<file path="config.mk">
export PLATFORM = sky130hd
export DESIGN_NAME = ctmt_ctrl
export DESIGN_NICKNAME = d
export VERILOG_FILES = /design/src/ctmt_pkg.sv /design/src/ctmt_ctrl.sv
export SDC_FILE = /design/constraint.sdc
export NUM_CORES = 1
export LEC_CHECK = 0
export ABC_AREA = 1
export BUFFER_PORTS_ARGS = -buffer_cell sky130_fd_sc_hd__clkbuf_2
export CORE_AREA = 2 2 39 41
export CTS_BUF_LIST = sky130_fd_sc_hd__clkbuf_16
export CTS_CLUSTER_SIZE = 12
export DETAILED_ROUTE_END_ITERATION = 10
export DIE_AREA = 0 0 41 43
export GPL_TIMING_DRIVEN = 0
export HOLD_SLACK_MARGIN = 0.03
export PLACE_DENSITY_LB_ADDON = 0.12
export SETUP_SLACK_MARGIN = 0.4
export SLEW_MARGIN = 20
export SYNTH_ARGS = -nofsm -noshare
export SYNTH_HDL_FRONTEND = slang
export SYNTH_SLANG_ARGS = --single-unit
</file>
<file path="constraint.sdc">
create_clock -name clk -period 1.3 [get_ports clk]
set_input_delay 0.13 -clock clk [delete_from_list [all_inputs] [get_ports clk]]
set_output_delay 0.13 -clock clk [all_outputs]
set_load 0.03 [all_outputs]
</file>
<file path="src/ctmt_pkg.sv">
package ctmt_pkg;

  localparam int DEF_MAX_ENTRIES = 1024;
  localparam int DEF_COUNT_BITS  = 16;

  localparam int FUNC_W      = 2;
  localparam int ENTRY_W     = 10;
  localparam int OUT_COUNT_W = 16;
  localparam int AT_MAX_W    = 11;
  localparam int STATUS_W    = 2;
  localparam int CFG_W       = 11;

  localparam logic [CFG_W-1:0] CFG_RESET = 11'd1024;

  localparam logic [FUNC_W-1:0] FUNC_INC = 2'd0;
  localparam logic [FUNC_W-1:0] FUNC_DEC = 2'd1;
  localparam logic [FUNC_W-1:0] FUNC_CLR = 2'd2;

  localparam logic [STATUS_W-1:0] STATUS_OK    = 2'd0;
  localparam logic [STATUS_W-1:0] STATUS_RANGE = 2'd1;
  localparam logic [STATUS_W-1:0] STATUS_SAT   = 2'd2;

  typedef struct packed {
    logic [FUNC_W-1:0]  func;
    logic [ENTRY_W-1:0] entry;
  } in_item_t;

  typedef struct packed {
    logic [OUT_COUNT_W-1:0] entry_count;
    logic [OUT_COUNT_W-1:0] max_count;
    logic [AT_MAX_W-1:0]    entries_at_max;
    logic [STATUS_W-1:0]    status;
  } out_item_t;

  typedef struct packed {
    logic cfg_write;
    logic clr_step;
    logic accept;
    logic exec;
    logic scan_start;
    logic scan_step;
    logic load_out;
  } ctmt_cmd_t;

  typedef struct packed {
    logic clr_last;
    logic need_rescan;
    logic scan_done;
  } ctmt_stat_t;

endpackage

</file>
<file path="src/ctmt_ctrl.sv">
module ctmt_ctrl (
  input  logic                 clk,
  input  logic                 rst,
  input  logic                 in_valid,
  output logic                 in_stall,
  input  logic                 cfg_valid,
  output logic                 out_valid,
  input  logic                 out_stall,
  output ctmt_pkg::ctmt_cmd_t  cmd,
  input  ctmt_pkg::ctmt_stat_t stat
);

  typedef enum logic [2:0] {
    ST_CLEAR,
    ST_IDLE,
    ST_EXEC,
    ST_SCAN,
    ST_FIN
  } state_t;

  state_t state;
  logic   out_free;

  assign out_free = !out_valid || !out_stall;
  assign in_stall = (state != ST_IDLE) || cfg_valid;

  always_comb begin
    cmd.cfg_write  = cfg_valid;
    cmd.clr_step   = (state == ST_CLEAR) && !cfg_valid;
    cmd.accept     = (state == ST_IDLE) && in_valid && !cfg_valid;
    cmd.exec       = (state == ST_EXEC) && out_free;
    cmd.scan_start = cmd.exec && stat.need_rescan;
    cmd.scan_step  = (state == ST_SCAN);
    cmd.load_out   = (cmd.exec && !stat.need_rescan) || ((state == ST_FIN) && out_free);
  end

  always_ff @(posedge clk) begin
    if (rst) begin
      state     <= ST_CLEAR;
      out_valid <= 1'b0;
    end else begin
      if (cmd.load_out) begin
        out_valid <= 1'b1;
      end else if (!out_stall) begin
        out_valid <= 1'b0;
      end
      if (cfg_valid) begin
        state <= ST_CLEAR;
      end else begin
        case (state)
          ST_CLEAR: begin
            if (stat.clr_last) state <= ST_IDLE;
          end
          ST_IDLE: begin
            if (in_valid) state <= ST_EXEC;
          end
          ST_EXEC: begin
            if (out_free) state <= stat.need_rescan ? ST_SCAN : ST_IDLE;
          end
          ST_SCAN: begin
            if (stat.scan_done) state <= ST_FIN;
          end
          ST_FIN: begin
            if (out_free) state <= ST_IDLE;
          end
          default: begin
            state <= ST_CLEAR;
          end
        endcase
      end
    end
  end

endmodule

</file>
After elaboration in Yosys (flattened, before gate mapping):

Cells that the tools add are included.

* logic and storage cells: 39
* bits of input ports: 8
* bits in registers: 4

* equality and inequality tests: 11
* muxes and demuxes: 9
* reduce and logical (&&, ||, !) cells: 17

Operators with widths (number)
* 3-bit two-way mux: 5
* 3-bit one-hot mux with 5 select lines: 1
* 2-bit != test, second input constant: 4
* 1-bit logical AND: 7
* 3-bit by 2-bit equality test with 1-bit output, second input constant: 2
* 5-bit AND reduction: 1
* 1-bit logical NOT: 4
* 2-bit by 1-bit != test with 1-bit output, second input constant: 2
* 3-bit by 1-bit equality test with 1-bit output, second input constant: 1
* 3-bit equality test, second input constant: 1
* 3-bit logical NOT: 1
* 1-bit logical OR: 3
* 3-bit by 1-bit != test with 1-bit output, second input constant: 1
* 1-bit two-way mux: 2
* 2-bit two-way mux: 1
* 2-bit OR reduction: 1

Longest topological paths before layout:

Gate-level depths: netlist of run 1.

* depth in word-level cells: 6
* mapped depth: 10
* mapped depth without buffers: 9

Worst setup path before layout of run 1:

Ideal clock, no wire load.

* path kind: register -> output
* from: reg state[2]
* to: out cmd[5] (netlist bit)
* data required time: 1.170 ns
* buffers on the path: 1
* arrival time: 1.421 ns
* setup slack: -0.251 ns
* stages on the path, launching flop included: 3
* cells stage by stage: dfxtp_1 buf_4 nor4_1

RTL lines
* start: declaration: RTL line ctmt_ctrl.sv:21 `state_t state;`
* start signal: assignment: RTL line ctmt_ctrl.sv:58 `if (out_free) state <= stat.need_rescan ? ST_SCAN : ST_IDLE;`
* end: declaration: RTL line ctmt_ctrl.sv:9 `output ctmt_pkg::ctmt_cmd_t cmd,`

==> qor.yml, run 1 <==
start_kind: "flip-flop"
use_met2: 0.213
avgSynthCellArea_um2: 5.94
drtIter0Drc: 0
grt_use_total: 0.130
numPortBuffers: 16
n_antenna_cell: 0
synth.distinct_cells: 19
antenna_found_initial: 0
crit_arrival_ps: 1230
fin_ws_ps: -55.2
irDropWorstVdd_uv: 584
clock_latency_ps: 220
syn_nets: 68
grt_pass1_vias: 430
worstRegToRegCells: 10
met3_usage: 0.0209
ant_nets: 0
fin_crit_ps: 1360
cts-buffers-inserted: 3
die_x_um: 41
setup_violations: 5
path_max_fanout: 5
grt_overflow_total: 0
violations: "negative setup slack"
startpoint: "state[2]"
cp-end-kind: "primary output"
die_h_um: 43
vias_per_cell: 4.40
synth_top_area_share: 0.225
cts.sinks: 4
status: "finished, violations left"
drive_above_1_share: 0.674
start_util: 0.258
synth_seq_cells: 4
num_rows: 14
relSlewSlack: 0.864
clk_pin_slew_ps: 30
whs_ps: 185
endpoint: "cmd[0]"
worstHoldStart: "rst"
clk_path_buf_depth: 2
synth-seq-area-share: 0.225
critical_path_required_ps: 1170
grt_pass1_wl_um: 1650
ioPinCount: 17
power.density_nw_per_um2: 967
root_buffer: "clkbuf_16"
place_ws_ps: 0.804
regToRegStartpoint: "state[1]"
max_freq_ghz: 0.738
fin_util: 0.598
rrSetupSlack_ps: 70
yosys_warnings: 0
core-area_um2: 1380
maxCapViolCount: 0
tightest_slew_ps: 202
final_max_slew_viol_count: 0
synthTopCellsByArea: "dfxtp_1, inv_1, nor2_1"
synth_cells: 60
synth_top_cell_by_area: "dfxtp_1"
wl_per_cell_um: 9.54
fin_area_um2: 827
gp_congestion: 0.769
tritoncts: "done"
hold_path_class: "in -> reg"
vias: 475
rsz0062_at_grt: "yes"
htreeDepth: 1
hpwl_um: 689
leakagePower_nw: 0.429
syn_to_final_growth_pct: 132
worst_clock_skew_ps: 2.91
grt_start_max_net_pins: 8
firstDrtPassIters: 1
routed_wl_um: 1030
worstSetupPathType: "reg -> out"
hold_viol: 0
timing.rr.end: "state[1]"
grt_busiest_layer: "met2"
nets: 101
die_area_um2: 1760
finalCritPeriodShare: 1.04
drcViolationCount: 0
met1_usage: 0.164
place_area_um2: 544
synth_area_um2: 357
hold_buffers: 0
[what timing repair did]
action                     CTS  global route
pin swaps                    6             5
gates cloned                 1             0
gates resized for setup     23            11
setup endpoints to repair   11            11
setup buffers                9             2
[worst max-delay path, cell delays in order, from the launching register on]
cell	delay, ps
dfxtp_2	310
buf_6	130
inv_4	60
nand3_4	80
o21ai_4	150
inv_2	60
nor2_4	80
buf_8	120
[layout make-up]
| cell class | count | area (µm²) |
|---|---|---|
| Fill cell | 128 | 557 |
| Multi-Input combinational cell | 40 | 307 |
| Timing Repair Buffer | 28 | 246 |
| Sequential cell | 4 | 87.6 |
| Clock buffer | 3 | 75.1 |
| Inverter | 13 | 53.8 |
| Buffer | 3 | 33.8 |
| Tap cell | 16 | 20.0 |
| Clock inverter | 1 | 3.75 |
[power breakdown]
part | leakage [nW] | total [mW] | switching [mW] | internal, mW
Combinational | 0.352 | 0.182 | 0.0950 | 0.0868
Clock | 0.0423 | 0.484 | 0.0872 | 0.397
Sequential | 0.0347 | 0.134 | 0.00570 | 0.128
[registers in the layout, indices dropped and copies added, names as in the netlist]
register / flops
out_valid: 1
state: 3
[worst min-delay path by stage]
stage / cells after the start / end
final: 3 / out_valid
after global routing: 3 / out_valid
after floorplan: 3 / state[1]
after CTS: 3 / out_valid
after global placement: 3 / out_valid
after detailed placement: 3 / out_valid
[per-stage QoR]
stage	TNS (ps)	cells	total power, mW
after floorplan	0	60	0.233
after global placement	0	92	0.266
after detailed placement	0	92	0.266
after CTS	-141	106	0.792
after global routing	-365	108	0.833
final	-104	108	0.800
[synth_stat cells]
cell type,n
a21oi_1,3
a31oi_1,1
buf_4,2
buf_6,1
dfxtp_1,4
inv_1,12
inv_2,1
nand2_1,8
nand2_2,4
nand3_1,5
nand3_2,1
nand3b_1,1
nand4_1,1
nor2_1,11
nor2_4,1
nor3_1,1
nor4_1,1
o21ai_0,1
o21bai_1,1
[cells by family after synthesis]
| logic type | count (synthesis) | synth area share |
|---|---|---|
| and+or+nand+nor | 34 | 0.470 |
| DFF | 4 | 0.225 |
| AOI/OAI and AO/OA | 6 | 0.0947 |
| buffers and inverters | 16 | 0.210 |
[layer usage]
layer / wire, µm / part of all wire
met4: 0 / 0
met2: 545 / 0.53
met5: 0 / 0
met3: 31 / 0.030
met1: 453 / 0.44
[layout by cell type (no fill, tap or decap)]
cell	synthesis	final
nand3b_1	1	1
nand2_1	8	5
clkbuf_16	0	3
nor2_1	11	6
inv_1	12	8
buf_8	0	7
o21ai_4	0	1
clkbuf_2	0	9
nand2_2	4	5
o21bai_1	1	1
a21oi_1	3	3
dfxtp_2	0	3
inv_2	1	4
nor2_4	1	6
nand3_2	1	1
a31oi_1	1	1
nor4_4	0	1
buf_4	2	11
nand2_4	0	2
nand3_4	0	1
nand4_1	1	1
nand3_1	5	4
dfxtp_4	0	1
buf_6	1	3
nor3_4	0	1
inv_4	0	2
clkbuf_8	0	1
Note: power is estimated with default switching activity, not from simulation.
==> run 2: changes to the inputs <==
SETUP_SLACK_MARGIN = not set   (was 0.4)
==> run 2 against run 1 <==
Net effect:
- the flow still finishes with violations (negative setup slack)
- clock skew shrank 2.2 ps
- design area shrank 16%
- non-clock buffer count shrank 4
- clock power is essentially flat
- sequential share of layout area grew 2.3 points
- global-route usage grew 1.4 points
- count of clock-buffer cells in the layout is the same
- total power shrank 4.5%
- cell count shrank 4.6%
- routed wire length grew 5.5%
- maximum frequency shrank 1.3%
- sequential power grew 4%
- largest cell class unchanged
- largest power group unchanged
==> qor.yml, run 2 (synthesis results as in run 1) <==
vias: 457  # was 475
irDropWorstVdd_uv: 365  # was 584 µV
hold_viol: 0  # unchanged
crit_arrival_ps: 1240  # was 1230 ps
holdPathStages: 3  # unchanged
htreeDepth: 1  # unchanged
fin_crit_ps: 1370  # was 1360 ps
ioPinCount: 17  # unchanged
clk_pin_slew_ps: 30  # about the same
tightest_slew_ps: 228  # was 202 ps
hpwl_um: 668  # was 689 µm
leakagePower_nw: 0.361  # was 0.429 nW
rsz0062_at_grt: "yes"  # unchanged
use_met2: 0.203  # was 0.213
routed_wl_um: 1090  # was 1030 µm
antenna_found_initial: 0  # unchanged
whs_ps: 166  # was 185 ps
grt_overflow_total: 0  # unchanged
firstDrtPassIters: 4  # was 1
grt_pass1_vias: 391  # was 430
max_stage_delay_ps: 370  # was 310 ps
fin_ws_ps: -73.1  # was -55.2 ps
instances_no_fill: 103  # was 108
grt_use_total: 0.143  # was 0.130
nFillCells: 134  # was 128
clock_latency_ps: 220  # about the same
grt_start_max_net_pins: 8  # unchanged
start_kind: "flip-flop"  # unchanged
reg_top3: "state (3), out_valid (1)"  # unchanged
met1_usage: 0.163  # was 0.164
power.density_nw_per_um2: 1110  # was 967 nW/µm²
vias_per_cell: 4.44  # was 4.40
cp-end-kind: "primary output"  # unchanged
drcViolationCount: 0  # unchanged
setup_violations: 1  # was 5
relSlewSlack: 0.848  # was 0.864
max_freq_ghz: 0.728  # was 0.738 GHz
core-area_um2: 1380  # unchanged
worstRegToRegCells: 10  # unchanged
drive_above_1_share: 0.575  # was 0.674
violations: "negative setup slack"  # unchanged
totalNegativeSetupSlack_ps: -73.1  # was -104 ps
finalCritPeriodShare: 1.06  # was 1.04
num_rows: 14  # unchanged
start_util: 0.258  # unchanged
root_buffer: "clkbuf_16"  # unchanged
final_max_slew_viol_count: 0  # unchanged
largest_reg_flops: 3  # unchanged
fin_util: 0.499  # was 0.598
die_area_um2: 1760  # unchanged
critical_path_required_ps: 1170  # about the same
ant_nets: 0  # unchanged
maxCapViolCount: 0  # unchanged
tritoncts: "done"  # unchanged
path_max_fanout: 6  # was 5
mostFrequentLayoutCell: "buf_4"  # unchanged
status: "finished, violations left"  # unchanged
nets: 97  # was 101
power_mw: 0.764  # was 0.800 mW
mostFrequentLayoutCells: "buf_4, inv_1, clkbuf_2"  # was buf_4, clkbuf_2, inv_1
hold_path_class: "in -> reg"  # unchanged
grt_pass1_wl_um: 1630  # was 1650 µm
worst_clock_skew_ps: 0.712  # was 2.91 ps
drtIter0Drc: 1  # was 0
cp_cell_sequence: "inv_4, nand3_4, o21ai_2, inv_1, nor2_2, clkbuf_8"  # was buf_6, inv_4, nand3_4, o21ai_4, inv_2, nor2_4, buf_8
worstSetupPathType: "reg -> out"  # unchanged
gp_congestion: 0.801  # was 0.769
syn_to_final_growth_pct: 93.7  # was 132%
clk_path_buf_depth: 2  # unchanged
die_x_um: 41  # unchanged
die_h_um: 43  # unchanged
dp_cells: 92  # unchanged
cts.sinks: 4  # unchanged
cts-buffers-inserted: 3  # unchanged
top_register: "state"  # unchanged
crit_slowest_cell: "dfxtp_4"  # was dfxtp_2
met3_usage: 0.0314  # was 0.0209
wl_per_cell_um: 10.6  # was 9.54 µm
rrSetupSlack_ps: 30  # was 70 ps
numPortBuffers: 16  # unchanged
n_antenna_cell: 0  # unchanged
grt_busiest_layer: "met2"  # unchanged
[run 2: changes by cell type in the layout (fill, tap and decap cells not counted), moves of 3 or more]
cell    change
buf_4       +3
nor2_4      -3
inv_2       -3
buf_8       -6
buf_6       -3
[run 2: critical path, delay by kind of cell (launching register included)]
family	cells	cell delay (ps)
DFF	1	370
buffers and inverters	3	320
and+or+nand+nor	2	190
AOI/OAI and AO/OA	1	130
[run 2: power by group]
group          internal, mW  total, mW  switching, mW
combinational        0.0651      0.142         0.0774
sequential            0.127      0.139         0.0119
clock                 0.393      0.483         0.0895
total                 0.585      0.764          0.179
[run 2: path summary, 6_finish.rpt]
check            from         to
max          state[0]     cmd[0]
min               rst  out_valid
max reg2reg  state[1]   state[1]
min reg2reg  state[0]   state[2]
[run 2: repair_timing]
item                                    CTS  global route
pin swaps                                 2             7
resized for setup                        24             8
endpoints found under the hold margin     0             0
endpoints found under the setup margin    4             9
hold buffers                              0             0
setup buffers                             5             5
[run 2: routing by layer]
layer  vias to the layer above  share of wire
met4                         0          0.034
met5                         -              0
li1                        242              -
met3                         4          0.042
met1                       198           0.43
met2                        13           0.49
[run 2: layout make-up]
cell class / instances / area, µm² / share of cell area
Clock buffer: 3 / 75.1 / 0.109
Inverter: 13 / 53.8 / 0.0779
Tap cell: 16 / 20.0 / 0.0290
Multi-Input combinational cell: 40 / 253 / 0.366
Buffer: 1 / 7.51 / 0.0109
Timing Repair Buffer: 26 / 193 / 0.279
Sequential cell: 4 / 88.8 / 0.129
[run 2: through the flow]
stage          area, µm²  setup WS [ps]
2_1_floorplan        375           42.8
3_5_place_dp         475          -33.8
4_1_cts              667          -51.6
6_report             691          -73.1
3_3_place_gp         475          -44.0
5_1_grt              691           -128
